<file path="src/hw/rtl/pfl_pkg.sv">
// Shared types, codes and reset values for the playback fade light controller.
package pfl_pkg;

    localparam logic [3:0]  SHIFT_MAX = 4'd10;
    localparam logic [11:0] WIN_TOP   = 12'hfff;

    typedef enum logic [1:0] {
        MODE_SENSOR = 2'd0,
        MODE_ON     = 2'd1,
        MODE_OFF    = 2'd2
    } mode_t;

    typedef enum logic [2:0] {
        PS_INVALID = 3'd0,
        PS_STOPPED = 3'd1,
        PS_FADEOUT = 3'd2,
        PS_FADEIN  = 3'd3,
        PS_PLAYING = 3'd4
    } play_t;

    typedef enum logic [2:0] {
        OP_POWER      = 3'd0,
        OP_NEXT_DIR   = 3'd1,
        OP_NEXT_TRACK = 3'd2,
        OP_PREV_TRACK = 3'd3,
        OP_SAMPLE     = 3'd4,
        OP_TICK       = 3'd5,
        OP_START      = 3'd6
    } op_t;

    typedef enum logic [1:0] {
        CMD_NONE       = 2'd0,
        CMD_NEXT_DIR   = 2'd1,
        CMD_NEXT_TRACK = 2'd2,
        CMD_PREV_TRACK = 2'd3
    } cmd_t;

    typedef enum logic [2:0] {
        REG_LUX_MODE     = 3'd0,
        REG_DARK_LEVEL   = 3'd1,
        REG_BRIGHT_LEVEL = 3'd2,
        REG_FADE_IN      = 3'd3,
        REG_FADE_OUT     = 3'd4,
        REG_INSTANT      = 3'd5,
        REG_USB_FOLLOW   = 3'd6,
        REG_SAVE_MODE    = 3'd7
    } reg_idx_t;

    localparam logic [1:0]  LUX_MODE_RST     = 2'd1;
    localparam logic [11:0] DARK_LEVEL_RST   = 12'd1000;
    localparam logic [11:0] BRIGHT_LEVEL_RST = 12'd2000;

    typedef struct packed {
        logic [1:0]  lux_mode;
        logic [11:0] dark_level;
        logic [11:0] bright_level;
        logic [7:0]  fade_in_period;
        logic [7:0]  fade_out_period;
        logic        snap_switch;
        logic        usb_follows_playback;
        logic        save_mode_enabled;
    } cfg_t;

    typedef struct packed {
        logic [2:0]  op;
        logic [11:0] sample;
        logic [1:0]  saved_mode;
    } item_t;

    typedef struct packed {
        logic        save_request;
        logic [1:0]  command;
        logic        sensor_running;
        logic [11:0] window_high;
        logic [11:0] window_low;
        logic [2:0]  play_state;
        logic [1:0]  mode_now;
        logic        muted;
        logic        usb_drive;
        logic        led_on;
        logic [3:0]  volume_shift;
    } res_t;

endpackage

</file>
<file path="src/hw/rtl/pfl_cfg.sv">
// APB configuration register file for the playback fade light controller.
module pfl_cfg (
    input  logic             aclk,
    input  logic             aresetn,
    input  logic             psel,
    input  logic             penable,
    input  logic             pwrite,
    input  logic [4:0]       paddr,
    input  logic [31:0]      pwdata,
    output logic [31:0]      prdata,
    output logic             pready,
    output pfl_pkg::cfg_t    cfg
);

    pfl_pkg::cfg_t     cfg_reg;
    pfl_pkg::reg_idx_t idx;
    logic              wr_en;

    assign pready = 1'b1;
    assign idx    = pfl_pkg::reg_idx_t'(paddr[4:2]);
    assign wr_en  = psel && penable && pwrite;
    assign cfg    = cfg_reg;

    always_ff @(posedge aclk) begin
        if (!aresetn) begin
            cfg_reg.lux_mode             <= pfl_pkg::LUX_MODE_RST;
            cfg_reg.dark_level           <= pfl_pkg::DARK_LEVEL_RST;
            cfg_reg.bright_level         <= pfl_pkg::BRIGHT_LEVEL_RST;
            cfg_reg.fade_in_period       <= 8'd0;
            cfg_reg.fade_out_period      <= 8'd0;
            cfg_reg.snap_switch          <= 1'b0;
            cfg_reg.usb_follows_playback <= 1'b0;
            cfg_reg.save_mode_enabled    <= 1'b0;
        end else if (wr_en) begin
            case (idx)
                pfl_pkg::REG_LUX_MODE:     cfg_reg.lux_mode <= pwdata[1:0];
                pfl_pkg::REG_DARK_LEVEL:   cfg_reg.dark_level <= pwdata[11:0];
                pfl_pkg::REG_BRIGHT_LEVEL: cfg_reg.bright_level <= pwdata[11:0];
                pfl_pkg::REG_FADE_IN:      cfg_reg.fade_in_period <= pwdata[7:0];
                pfl_pkg::REG_FADE_OUT:     cfg_reg.fade_out_period <= pwdata[7:0];
                pfl_pkg::REG_INSTANT:      cfg_reg.snap_switch <= pwdata[0];
                pfl_pkg::REG_USB_FOLLOW:   cfg_reg.usb_follows_playback <= pwdata[0];
                pfl_pkg::REG_SAVE_MODE:    cfg_reg.save_mode_enabled <= pwdata[0];
                default: begin
                end
            endcase
        end
    end

    always_comb begin
        prdata = 32'd0;
        case (idx)
            pfl_pkg::REG_LUX_MODE:     prdata = {30'd0, cfg_reg.lux_mode};
            pfl_pkg::REG_DARK_LEVEL:   prdata = {20'd0, cfg_reg.dark_level};
            pfl_pkg::REG_BRIGHT_LEVEL: prdata = {20'd0, cfg_reg.bright_level};
            pfl_pkg::REG_FADE_IN:      prdata = {24'd0, cfg_reg.fade_in_period};
            pfl_pkg::REG_FADE_OUT:     prdata = {24'd0, cfg_reg.fade_out_period};
            pfl_pkg::REG_INSTANT:      prdata = {31'd0, cfg_reg.snap_switch};
            pfl_pkg::REG_USB_FOLLOW:   prdata = {31'd0, cfg_reg.usb_follows_playback};
            pfl_pkg::REG_SAVE_MODE:    prdata = {31'd0, cfg_reg.save_mode_enabled};
            default:                   prdata = 32'd0;
        endcase
    end

endmodule

</file>
<file path="src/hw/rtl/pfl_core.sv">
// Controller state registers and the combinational event update.
module pfl_core (
    input  logic           aclk,
    input  logic           aresetn,
    input  pfl_pkg::cfg_t  cfg,
    input  logic           step_en,
    input  pfl_pkg::item_t item,
    output pfl_pkg::res_t  result
);

    typedef struct packed {
        pfl_pkg::mode_t mode;
        pfl_pkg::play_t play;
        logic [3:0]     shift;
        logic [7:0]     tick;
        logic [7:0]     period;
        logic           fade_run;
        logic           mute;
        logic           led;
        logic           usb;
        logic           sensor;
        logic [11:0]    low;
        logic [11:0]    high;
    } st_t;

    st_t st_reg;
    st_t st_next;

    function automatic st_t set_play(input st_t s, input pfl_pkg::cfg_t c,
                                     input pfl_pkg::play_t target, input logic no_fade);
        st_t            r;
        pfl_pkg::play_t t;
        r = s;
        t = target;
        if (s.play != target) begin
            if (!no_fade) begin
                if (c.fade_out_period != 8'd0 && t == pfl_pkg::PS_STOPPED)
                    t = pfl_pkg::PS_FADEOUT;
                if (c.fade_in_period != 8'd0 && t == pfl_pkg::PS_PLAYING)
                    t = pfl_pkg::PS_FADEIN;
            end
            case (t)
                pfl_pkg::PS_STOPPED: begin
                    r.led = 1'b0;
                    if (c.usb_follows_playback)
                        r.usb = 1'b0;
                    r.mute  = 1'b1;
                    r.shift = pfl_pkg::SHIFT_MAX;
                end
                pfl_pkg::PS_FADEIN, pfl_pkg::PS_PLAYING: begin
                    r.led = 1'b1;
                    if (c.usb_follows_playback)
                        r.usb = 1'b1;
                    if (t == pfl_pkg::PS_FADEIN) begin
                        r.tick     = 8'd0;
                        r.period   = c.fade_in_period;
                        r.fade_run = 1'b1;
                    end else begin
                        r.shift = 4'd0;
                    end
                    if (s.play == pfl_pkg::PS_STOPPED)
                        r.mute = 1'b0;
                end
                pfl_pkg::PS_FADEOUT: begin
                    r.led      = 1'b0;
                    r.tick     = 8'd0;
                    r.period   = c.fade_out_period;
                    r.fade_run = 1'b1;
                end
                default: begin
                end
            endcase
            r.play = t;
        end
        return r;
    endfunction

    function automatic st_t update_window(input st_t s, input pfl_pkg::cfg_t c);
        st_t  r;
        logic to_dim;
        r = s;
        to_dim = (s.play >= pfl_pkg::PS_FADEIN && c.lux_mode == 2'd1) ||
                 (s.play <= pfl_pkg::PS_FADEOUT && c.lux_mode == 2'd2);
        if (to_dim) begin
            r.low  = 12'd0;
            r.high = c.bright_level;
        end else begin
            r.low  = c.dark_level;
            r.high = pfl_pkg::WIN_TOP;
        end
        return r;
    endfunction

    function automatic st_t set_mode(input st_t s, input pfl_pkg::cfg_t c,
                                     input pfl_pkg::mode_t m);
        st_t r;
        r = s;
        case (m)
            pfl_pkg::MODE_OFF: begin
                r.sensor = 1'b0;
                r = set_play(r, c, pfl_pkg::PS_STOPPED, c.snap_switch);
            end
            pfl_pkg::MODE_ON: begin
                r.sensor = 1'b0;
                r = set_play(r, c, pfl_pkg::PS_PLAYING, c.snap_switch);
            end
            default: begin
                if (r.play == pfl_pkg::PS_INVALID)
                    r = set_play(r, c, pfl_pkg::PS_STOPPED, 1'b1);
                r = update_window(r, c);
                r.sensor = 1'b1;
            end
        endcase
        r.mode = m;
        return r;
    endfunction

    function automatic st_t fade_step(input st_t s, input pfl_pkg::cfg_t c);
        st_t r;
        r = s;
        if (s.play == pfl_pkg::PS_FADEIN) begin
            if (s.shift != 4'd0) begin
                r.shift = s.shift - 4'd1;
            end else begin
                r.fade_run = 1'b0;
                r = set_play(r, c, pfl_pkg::PS_PLAYING, 1'b1);
            end
        end else if (s.play == pfl_pkg::PS_FADEOUT) begin
            if (s.shift < pfl_pkg::SHIFT_MAX) begin
                r.shift = s.shift + 4'd1;
            end else begin
                r.fade_run = 1'b0;
                r = set_play(r, c, pfl_pkg::PS_STOPPED, 1'b1);
            end
        end
        return r;
    endfunction

    pfl_pkg::op_t   op;
    st_t            s;
    pfl_pkg::mode_t m;
    logic [1:0]     cmd;
    logic           save;

    assign op = pfl_pkg::op_t'(item.op);

    always_comb begin
        s    = st_reg;
        m    = pfl_pkg::MODE_SENSOR;
        cmd  = pfl_pkg::CMD_NONE;
        save = 1'b0;
        case (op)
            pfl_pkg::OP_POWER: begin
                case (st_reg.mode)
                    pfl_pkg::MODE_SENSOR: m = pfl_pkg::MODE_ON;
                    pfl_pkg::MODE_ON:     m = pfl_pkg::MODE_OFF;
                    pfl_pkg::MODE_OFF:    m = pfl_pkg::MODE_SENSOR;
                    default:              m = pfl_pkg::MODE_ON;
                endcase
                if (m == pfl_pkg::MODE_SENSOR && cfg.lux_mode == 2'd0)
                    m = pfl_pkg::MODE_ON;
                s    = set_mode(s, cfg, m);
                save = cfg.save_mode_enabled;
            end
            pfl_pkg::OP_NEXT_DIR, pfl_pkg::OP_NEXT_TRACK, pfl_pkg::OP_PREV_TRACK: begin
                cmd = item.op[1:0];
            end
            pfl_pkg::OP_SAMPLE: begin
                if (st_reg.sensor && st_reg.mode == pfl_pkg::MODE_SENSOR) begin
                    if (item.sample < cfg.dark_level)
                        s = set_play(s, cfg, (cfg.lux_mode == 2'd1) ?
                                     pfl_pkg::PS_PLAYING : pfl_pkg::PS_STOPPED, 1'b0);
                    else if (item.sample > cfg.bright_level)
                        s = set_play(s, cfg, (cfg.lux_mode == 2'd1) ?
                                     pfl_pkg::PS_STOPPED : pfl_pkg::PS_PLAYING, 1'b0);
                    s = update_window(s, cfg);
                end
            end
            pfl_pkg::OP_TICK: begin
                if (st_reg.fade_run) begin
                    if (st_reg.tick >= st_reg.period) begin
                        s.tick = 8'd0;
                        s = fade_step(s, cfg);
                    end else begin
                        s.tick = st_reg.tick + 8'd1;
                    end
                end
            end
            pfl_pkg::OP_START: begin
                s.mute = 1'b0;
                s.play = pfl_pkg::PS_INVALID;
                if (cfg.save_mode_enabled)
                    m = (item.saved_mode > 2'd2) ? pfl_pkg::MODE_OFF :
                        pfl_pkg::mode_t'(item.saved_mode);
                else
                    m = (cfg.lux_mode != 2'd0) ? pfl_pkg::MODE_SENSOR :
                        pfl_pkg::MODE_OFF;
                s = set_mode(s, cfg, m);
            end
            default: begin
            end
        endcase
        st_next = step_en ? s : st_reg;

        result.volume_shift   = s.shift;
        result.led_on         = s.led;
        result.usb_drive      = s.usb;
        result.muted          = s.mute;
        result.mode_now       = s.mode;
        result.play_state     = s.play;
        result.window_low     = s.low;
        result.window_high    = s.high;
        result.sensor_running = s.sensor;
        result.command        = cmd;
        result.save_request   = save;
    end

    always_ff @(posedge aclk) begin
        if (!aresetn) begin
            st_reg.mode     <= pfl_pkg::MODE_SENSOR;
            st_reg.play     <= pfl_pkg::PS_STOPPED;
            st_reg.shift    <= 4'd0;
            st_reg.tick     <= 8'd0;
            st_reg.period   <= 8'd0;
            st_reg.fade_run <= 1'b0;
            st_reg.mute     <= 1'b0;
            st_reg.led      <= 1'b0;
            st_reg.usb      <= 1'b0;
            st_reg.sensor   <= 1'b0;
            st_reg.low      <= 12'd0;
            st_reg.high     <= pfl_pkg::WIN_TOP;
        end else begin
            st_reg <= st_next;
        end
    end

    // The shift only ever moves between full volume and the quietest step.
    a_shift_range: assert property (@(posedge aclk) disable iff (!aresetn)
        st_reg.shift <= pfl_pkg::SHIFT_MAX)
        else $error("volume shift beyond its range");

    // Entering either fade always arms the timer, and only the fade end clears it.
    a_fade_timer: assert property (@(posedge aclk) disable iff (!aresetn)
        (st_reg.play == pfl_pkg::PS_FADEIN || st_reg.play == pfl_pkg::PS_FADEOUT)
        |-> st_reg.fade_run)
        else $error("fading without a running fade timer");

    a_led_play: assert property (@(posedge aclk) disable iff (!aresetn)
        st_reg.led == (st_reg.play == pfl_pkg::PS_FADEIN ||
                       st_reg.play == pfl_pkg::PS_PLAYING))
        else $error("LED does not match playback state");

    // An event that is not stepped leaves the controller state alone.
    a_hold_state: assert property (@(posedge aclk) disable iff (!aresetn)
        !step_en |=> $stable(st_reg))
        else $error("state changed without an event");

endmodule

</file>
<file path="src/hw/rtl/playback_fade_light_controller.sv">
// Top level: stream input register, controller core, result register and APB port.
//
//  channel  | direction | handshake          | payload
//  ---------+-----------+--------------------+---------------------------------
//  s_       | in        | s_tvalid/s_tready  | tuser: op; tdata: sample, saved_mode
//  m_       | out       | m_tvalid/m_tready  | tdata: 40-bit result, one per event
//  apb      | in        | psel/penable       | eight configuration registers
//
// Each event is held in the input register and is applied to the
// controller state as it moves into the result register, which drives
// m_tdata; one event per cycle is sustained while m_tready stays high.
// While a result waits on m_tready, the input register can still take one
// transfer; with both registers full, s_tready drops. Reset is synchronous
// on aresetn and returns the controller to sensor mode, stopped.
module playback_fade_light_controller (
    input  logic        aclk,
    input  logic        aresetn,
    input  logic        s_tvalid,
    output logic        s_tready,
    input  logic [15:0] s_tdata,   // [11:0] sample, [13:12] saved_mode, [15:14] zero
    input  logic [2:0]  s_tuser,   // [2:0] op
    output logic        m_tvalid,
    input  logic        m_tready,
    // [3:0] volume_shift, [4] led_on, [5] usb_drive, [6] muted,
    // [8:7] mode_now, [11:9] play_state, [23:12] window_low,
    // [35:24] window_high, [36] sensor_running, [38:37] command,
    // [39] save_request
    output logic [39:0] m_tdata,
    input  logic        psel,
    input  logic        penable,
    input  logic        pwrite,
    input  logic [4:0]  paddr,
    input  logic [31:0] pwdata,
    output logic [31:0] prdata,
    output logic        pready
);

    pfl_pkg::cfg_t  cfg;
    pfl_pkg::item_t in_item_reg;
    pfl_pkg::res_t  core_res;
    pfl_pkg::res_t  out_res_reg;
    logic           in_valid_reg;
    logic           out_valid_reg;
    logic           advance;
    logic           s_xfer;

    assign advance  = in_valid_reg && (!out_valid_reg || m_tready);
    assign s_tready = !in_valid_reg || advance;
    assign s_xfer   = s_tvalid && s_tready;
    assign m_tvalid = out_valid_reg;
    assign m_tdata  = out_res_reg;

    pfl_cfg u_cfg (
        .aclk    (aclk),
        .aresetn (aresetn),
        .psel    (psel),
        .penable (penable),
        .pwrite  (pwrite),
        .paddr   (paddr),
        .pwdata  (pwdata),
        .prdata  (prdata),
        .pready  (pready),
        .cfg     (cfg)
    );

    pfl_core u_core (
        .aclk    (aclk),
        .aresetn (aresetn),
        .cfg     (cfg),
        .step_en (advance),
        .item    (in_item_reg),
        .result  (core_res)
    );

    always_ff @(posedge aclk) begin
        if (!aresetn) begin
            in_valid_reg  <= 1'b0;
            out_valid_reg <= 1'b0;
        end else begin
            if (s_xfer)
                in_valid_reg <= 1'b1;
            else if (advance)
                in_valid_reg <= 1'b0;
            if (advance)
                out_valid_reg <= 1'b1;
            else if (m_tready)
                out_valid_reg <= 1'b0;
        end
    end

    always_ff @(posedge aclk) begin
        if (s_xfer) begin
            in_item_reg.op         <= s_tuser;
            in_item_reg.sample     <= s_tdata[11:0];
            in_item_reg.saved_mode <= s_tdata[13:12];
        end
        if (advance)
            out_res_reg <= core_res;
    end

    // A waiting event must not be dropped while the result register is blocked.
    a_in_hold: assert property (@(posedge aclk) disable iff (!aresetn)
        in_valid_reg && out_valid_reg && !m_tready |=> in_valid_reg && $stable(in_item_reg))
        else $error("input event lost while the output is stalled");

    a_out_hold: assert property (@(posedge aclk) disable iff (!aresetn)
        out_valid_reg && !m_tready |=> out_valid_reg && $stable(out_res_reg))
        else $error("stalled result overwritten");

    a_no_accept_full: assert property (@(posedge aclk) disable iff (!aresetn)
        in_valid_reg && out_valid_reg && !m_tready |-> !s_tready)
        else $error("input taken with both registers full");

endmodule
</file>
<file path="config.mk">
export PLATFORM = sky130hd
export DESIGN_NAME = playback_fade_light_controller
export DESIGN_NICKNAME = d
export VERILOG_FILES = /design/src/hw/rtl/pfl_pkg.sv /design/src/hw/rtl/pfl_cfg.sv /design/src/hw/rtl/pfl_core.sv /design/src/hw/rtl/playback_fade_light_controller.sv
export SDC_FILE = /design/constraint.sdc
export NUM_CORES = 1
export LEC_CHECK = 0
export BUFFER_PORTS_ARGS = -buffer_cell sky130_fd_sc_hd__buf_2
export CAP_MARGIN = 20
export CORE_UTILIZATION = 40
export CTS_BUF_LIST = sky130_fd_sc_hd__clkbuf_4 sky130_fd_sc_hd__clkbuf_8 sky130_fd_sc_hd__clkbuf_16
export DETAILED_ROUTE_END_ITERATION = 10
export SYNTH_ARGS = -nofsm -noshare
export SYNTH_HDL_FRONTEND = slang
export SYNTH_SLANG_ARGS = --single-unit
export TNS_END_PERCENT = 50
</file>
<file path="constraint.sdc">
create_clock -name aclk -period 6.3 [get_ports aclk]
set_input_delay 0.63 -clock aclk [delete_from_list [all_inputs] [get_ports aclk]]
set_output_delay 0.63 -clock aclk [all_outputs]
set_load 0.01 [all_outputs]
</file>
==> results of run 1 <==
## layer usage
| layer | vias to the layer above | track usage [%] |
|---|---|---|
| met5 | - | 0 |
| met4 | 0 | 9.897 |
| met2 | 316 | 36.76 |
| li1 | 4060 | - |
| met3 | 44 | 3.194 |
| met1 | 3977 | 30.69 |
## kinds of logic after synthesis
family	count (synthesis)
AOI/OAI and AO/OA	367
xor gates and xnor gates	8
adders and majority gates	40
buffers and inverters	141
DFF	158
muxes	28
other	2
and+or+nand+nor	329
## power groups by stage
stage          clock network (mW)  registers (mW)  logic (mW)
3_5_place_dp                    0            1.16       0.376
6_report                     1.07            1.14       0.383
5_1_grt                      1.12            1.14       0.419
4_1_cts                      1.09            1.14       0.379
2_1_floorplan                   0            1.15       0.283
3_3_place_gp                    0            1.16       0.373
## critical path, cell delays in order, from the launching register on
cell	delay, ns
dfxtp_1	0.46
inv_1	0.13
ha_1	0.34
nand4_1	0.14
or2_4	0.29
o221a_4	0.32
or4_4	0.54
a211oi_4	0.30
a21oi_2	0.12
o311ai_4	0.85
a22o_1	0.28
## final cells by class
| cell class | instances | area [um2] |
|---|---|---|
| Fill cell | 2296 | 12260 |
| Multi-Input combinational cell | 793 | 5146 |
| Sequential cell | 158 | 3734 |
| Timing Repair Buffer | 106 | 565.5 |
| Clock buffer | 17 | 425.4 |
| Tap cell | 313 | 391.6 |
| Inverter | 54 | 202.7 |
| Clock inverter | 15 | 192.7 |
## placed cells by master, fill, tap and decap left out, types with 13 or more instances in the layout
| master | instances |
|---|---|
| nor3_1 | 21 |
| clkbuf_16 | 17 |
| nand2_1 | 110 |
| mux2i_1 | 24 |
| a22oi_1 | 17 |
| nand3_1 | 22 |
| a22o_1 | 13 |
| o21ai_1 | 15 |
| ha_1 | 40 |
| dfxtp_1 | 101 |
| buf_4 | 13 |
| a221o_1 | 13 |
| buf_2 | 92 |
| conb_1 | 21 |
| inv_1 | 52 |
| edfxtp_1 | 57 |
| o21ai_0 | 70 |
| o211ai_1 | 17 |
| a21oi_1 | 78 |
| o21a_1 | 15 |
| nor2_1 | 91 |
## metrics by stage
step | area [um2] | hold slack, ns | cells
finish | 10660 | 0.3563 | 1456
global route | 10660 | 0.3516 | 1456
CTS | 10640 | 0.3472 | 1454
detailed placement | 10020 | 0.4540 | 1422
global placement | 10020 | 0.4474 | 1422
floorplan | 9544 | 0.4423 | 1092
## how the worst max path moves through the flow
stage,start,endpoint,slack (ns),cells past startpoint
floorplan,u_cfg.cfg[28],m_tdata[30],3.08,12
global placement,u_core.st_reg[52],u_core.st_reg[42],2.09,11
detailed placement,u_core.st_reg[52],u_core.st_reg[42],2.09,11
CTS,u_core.st_reg[52],u_core.st_reg[43],2.06,11
global route,u_core.st_reg[52],u_core.st_reg[44],2.11,11
finish,u_cfg.cfg[26],m_tdata[16],2.38,10
==> flow_metrics.py, run 1 <==
metrics = {
    "synthesis": {
        "async_flop_share_pct": 0,
        "synth-compound-area-share_pct": 27.62,
        "ys_warn_count": 0,
        "yosysMostFrequentCell": "nand2_1",
        "synth_flop_cell": "dfxtp_1",
        "synthXorXnorAreaFrac_pct": 0.7397,
        "synth-edff-count": 57,
        "synth.yosys.seq_area_share_pct": 39.41,
        "synth_common_cells": "nand2_1 (110), dfxtp_1 (101), nor2_1 (91)",
        "synthesis.area_um2": 9473,
        "synth_top_area_cell": "dfxtp_1",
        "synthAdderAreaFrac_pct": 5.283,
        "synth_seq_cells": 158,
        "synth_cell_types": 89,
        "synthMuxAreaShare_pct": 3.368,
        "synth_top_area_share_pct": 21.34,
        "synth_cells": 1073,
        "synth_top_family_by_area": "compound AO/OA/AOI/OAI gates",
        "synthTopCellsByArea": "dfxtp_1 (21%), edfxtp_1 (18%), ha_1 (5.3%)",
        "postSynthAreaPerCell_um2": 8.828,
        "synth-simple-area-share_pct": 16.48,
    },
    "setup_path": {
        "arrival_ns": 4.21,
        "r2r_cells": 10,
        "rr_endpoint": "m_tdata[16]",
        "reg2reg_from": "u_cfg.cfg[26]",
        "cp.required_ns": 6.59,
        "critPathMaxFanout": 24,
        "endpoint_kind": "flip-flop",
        "crit_type": "reg -> reg",
        "r2r_setup_slack_ns": 2.38,
        "startpoint_type": "flip-flop",
    },
    "placement": {
        "io_buffers": 92,
        "place.gp.congestion": 0.9450,
        "dp_hpwl_um": 20210,
        "dp_slack_ns": 2.091,
    },
    "hold_path": {
        "min_to": "in_item_reg[8]",
        "hold_depth": 1,
        "min_path_type": "in -> reg",
        "min-delay-start": "s_tdata[6]",
    },
    "die": {
        "ios": 138,
        "rows": 55,
        "die_area_um2": 24300,
        "core_um2": 22920,
        "start_util_pct": 41.34,
        "die_h_um": 155.9,
        "die_x_um": 155.9,
    },
    "cells_and_area": {
        "final_core_util_pct": 46.51,
        "nets": 1233,
        "drive_above_1_share_pct": 16.10,
        "areaGrowthSynthToFinish_pct": 12.51,
        "largest_register_ff_count": 54,
        "antenna_cells": 0,
    },
    "drt": {
        "first_pass_iters": 5,
        "drt_iter0_drc": 821,
        "antenna_left": 0,
        "wl_um": 27480,
        "vias_per_cell": 5.767,
        "wl_per_cell_um": 18.87,
        "wl_met1_um": 12400,
        "wl_met2_um": 12710,
        "drc": 0,
        "route.met3.wl_um": 1545,
        "num_vias": 8397,
        "dr.max_layer_used": "met4",
    },
    "sta": {
        "clock.fmax_mhz": 254.8,
        "skew_ns": 0.01823,
        "worst_slack_ns": 2.376,
        "fin_setup_tns_ns": 0,
        "relSlewSlack_pct": 32.77,
        "fin_crit_ns": 3.924,
        "setup_viol": 0,
        "finalCritPeriodShare_pct": 62.29,
        "hold_viol_final": 0,
        "drv_slew": 0,
        "rsz0062_at_grt": "no",
        "worstMarginPinSlew_ns": 1.006,
    },
    "run_status": {
        "status": "completed",
    },
    "pwr": {
        "pwr-share-clk_pct": 41.3,
        "power_density_nw_per_um2": 242.8,
        "p_leak_nw": 4.021,
        "seq_power_share_pct": 43.9,
        "p_sw_mw": 0.7741,
        "power.total_mw": 2.587,
        "swShare_pct": 29.92,
        "cell_internal_pwr_mw": 1.813,
        "peakVddDrop_uv": 153.6,
        "p_comb_share_pct": 14.8,
    },
    "clocking": {
        "numClockSinks": 158,
        "postCtsSetupBuffers": 0,
        "cts_resized": 0,
        "cts_buffer_depth": 2,
        "clock-root-buffer": "clkbuf_16",
        "cts_hold_buf": 0,
        "clk_pin_slew_ns": 0.08,
        "clock_latency_ns": 0.44,
        "cts_tree": "yes",
        "htreeDepth": 4,
        "cts_made_buffers": 17,
    },
    "global_route": {
        "grt_pass1_vias": 7765,
        "grt-ovfl-total": 0,
        "grt_pass1_wl_um": 42860,
        "grt_use_total_pct": 22.91,
        "grt_max_degree": 48,
        "grt_antenna_before_repair": 0,
    },
    "flow_run": {
        "maxCapViolations": 0,
    },
}
Note: power is estimated with default switching activity, not from simulation.
==> inputs of run 2 (changes only) <==
ABC_AREA = 1   (was not set)
clock period = 3.2 ns   (was 6.3 ns; I/O delays follow)
==> run 2 against run 1 <==
Design area rose by 7.5%. Setup slack lost 2.3 ns. Critical path type unchanged. Largest power group unchanged. Critical path depth unchanged.
==> flow_metrics.py, run 2 <==
metrics = {
    "hold_path": {
        "min-delay-start": "s_tdata[8]",
        "min_to": "in_item_reg[10]",
        "hold_depth": 1,
        "min_path_type": "in -> reg",
    },
    "die": {
        "ios": 138,
        "die_x_um": 161.0,
        "start_util_pct": 41.22,
        "rows": 57,
        "die_h_um": 161.0,
        "die_area_um2": 25920,
        "core_um2": 24530,
    },
    "global_route": {
        "grt_max_degree": 86,
        "grt_use_total_pct": 25.56,
        "grt-ovfl-total": 0,
        "grt_antenna_before_repair": 0,
        "grt_pass1_vias": 9276,
        "grt_pass1_wl_um": 51480,
    },
    "setup_path": {
        "r2r_cells": 10,
        "critPathMaxFanout": 14,
        "arrival_ns": 3.26,
        "crit_type": "reg -> reg",
        "r2r_setup_slack_ns": 0.12,
        "endpoint_kind": "flip-flop",
        "reg2reg_from": "u_cfg.cfg[43]",
        "startpoint_type": "flip-flop",
        "rr_endpoint": "m_tdata[26]",
        "cp.required_ns": 3.37,
    },
    "cells_and_area": {
        "final_common_cell": "nand2_1",
        "largest_register_ff_count": 54,
        "areaGrowthSynthToFinish_pct": 13.25,
        "fill_cells": 2547,
        "drive_above_1_share_pct": 14.00,
        "most-common-layout-cells": "nand2_1 (252), inv_1 (175), nor2_1 (162), a21oi_1 (122), o21ai_0 (104)",
        "final_core_util_pct": 46.69,
        "antenna_cells": 0,
        "nets": 1590,
    },
    "sta": {
        "worstMarginPinSlew_ns": 1.005,
        "relSlewSlack_pct": 32.98,
        "fin_crit_ns": 3.085,
        "setup_viol": 0,
        "clock.fmax_mhz": 324.2,
        "skew_ns": 0.01752,
        "drv_slew": 0,
        "rsz0062_at_grt": "yes",
        "finalCritPeriodShare_pct": 96.40,
        "finalHoldWorstSlack_ns": 0.05386,
        "hold_viol_final": 0,
        "fin_setup_tns_ns": 0,
    },
    "drt": {
        "route.met3.wl_um": 2572,
        "vias_per_cell": 5.486,
        "antenna_left": 0,
        "wl_met2_um": 13520,
        "drc": 0,
        "wl_per_cell_um": 17.81,
        "dr.max_layer_used": "met4",
        "num_vias": 10006,
        "wl_met1_um": 15350,
        "first_pass_iters": 6,
        "drt_iter0_drc": 1031,
        "wl_um": 32480,
    },
    "placement": {
        "place.gp.congestion": 0.9515,
        "dp_hpwl_um": 24780,
        "io_buffers": 92,
    },
    "clocking": {
        "cts_buffer_depth": 2,
        "cts_resized": 0,
        "numClockSinks": 158,
        "cts_tree": "yes",
        "clk_pin_slew_ns": 0.08,
        "htreeDepth": 4,
        "cts_made_buffers": 17,
        "postCtsSetupBuffers": 0,
        "clock_latency_ns": 0.43,
        "cts_hold_buf": 0,
        "clock-root-buffer": "clkbuf_16",
    },
    "synthesis": {
        "synth_cell_types": 58,
        "synth-edff-count": 57,
        "synthesis.area_um2": 10110,
        "synth_flop_cell": "dfxtp_1",
        "synthTopCellsByArea": "dfxtp_1 (20%), edfxtp_1 (17%), nand2_1 (9.4%)",
        "synth_seq_cells": 158,
        "ys_warn_count": 0,
        "yosysMostFrequentCell": "nand2_1",
        "synth_common_cells": "nand2_1 (252), inv_1 (176), nor2_1 (162)",
        "synth_top_area_share_pct": 19.99,
        "synth_top_area_cell": "dfxtp_1",
        "postSynthAreaPerCell_um2": 7.281,
        "synth_cells": 1389,
        "async_flop_share_pct": 0,
        "synth.yosys.seq_area_share_pct": 36.92,
    },
    "run_status": {
        "status": "completed",
    },
    "pwr": {
        "peakVddDrop_uv": 317.4,
        "p_leak_nw": 5.020,
        "power_density_nw_per_um2": 475.6,
    },
    "flow_run": {
        "maxCapViolations": 0,
    },
}
==> run 2: cell types whose count changed after synthesis, moves of 14 or more <==
cell      previous run  this run
mux2i_1             24         0
a21oi_1             78       122
a221oi_1             1        22
o21a_1              15         1
nand2_1            110       252
inv_1               53       176
o21ai_0             70       104
clkbuf_1            48        25
nor2_1              91       162
nand3_1             22        74
==> run 2: layer usage <==
| metal | vias up | track usage, % |
|---|---|---|
| met5 | - | 0 |
| li1 | 4903 | - |
| met1 | 4586 | 37.00 |
| met3 | 67 | 4.083 |
| met2 | 450 | 37.50 |
| met4 | 0 | 10.81 |
==> run 2: cell families after synthesis <==
logic type / count (synthesis) / share of synthesized area (%)
xor gates and xnor gates: 4 / 0.3465
and+or+nand+nor: 565 / 24.25
other: 2 / 0.07426
adders and majority gates: 40 / 4.949
DFF: 158 / 36.92
buffers and inverters: 255 / 11.83
AOI/OAI and AO/OA: 365 / 21.64
==> run 2: worst max path at each step <==
| stage | slack, ns | from | end |
|---|---|---|---|
| floorplan | 0.74 | m_tvalid | m_tdata[0] |
| global placement | 0.29 | u_cfg.cfg[43] | m_tdata[34] |
| detailed placement | 0.22 | u_cfg.cfg[43] | m_tdata[26] |
| CTS | 0.21 | u_cfg.cfg[43] | m_tdata[26] |
| global route | -0.08 | u_cfg.cfg[43] | m_tdata[25] |
| finish | 0.12 | u_cfg.cfg[43] | m_tdata[26] |
==> run 2: area by class of cell <==
type | instances | area (um2) | share of cell area [%]
repair buffers | 129 | 738.2 | 6.445
inverters | 186 | 698.2 | 6.096
clock inverters | 15 | 197.7 | 1.726
clock buffers | 17 | 425.4 | 3.714
flip-flops and latches | 158 | 3734 | 32.60
multi-input cells | 995 | 5255 | 45.88
well taps | 324 | 405.4 | 3.539
==> run 2: stage by stage <==
stage                     std cells  instance area (um2)  total power, mW  setup slack, ns
final                          1824                11450            5.448           0.1152
after floorplan                1408                10180            2.994           0.7394
after global placement         1792                10830            3.273           0.2879
after detailed placement       1792                10830            3.285           0.2158
after global routing           1824                11450            5.685         -0.07888
after CTS                      1824                11450            5.468           0.2068
==> run 2: report_power, final <==
part           internal (mW)  switching, mW
clock network           1.26          0.933
registers               2.20         0.0718
logic                  0.320          0.669
total                   3.77           1.67
==> run 2: worst max-delay path, stage by stage, from the launching register on <==
cell	delay, ns
dfxtp_1	0.38
nor2_1	0.22
o21ai_0	0.18
ha_1	0.36
inv_1	0.10
nand2_1	0.20
o21ai_0	0.12
nor2_1	0.31
inv_1	0.34
a221oi_1	0.44
a21boi_1	0.16
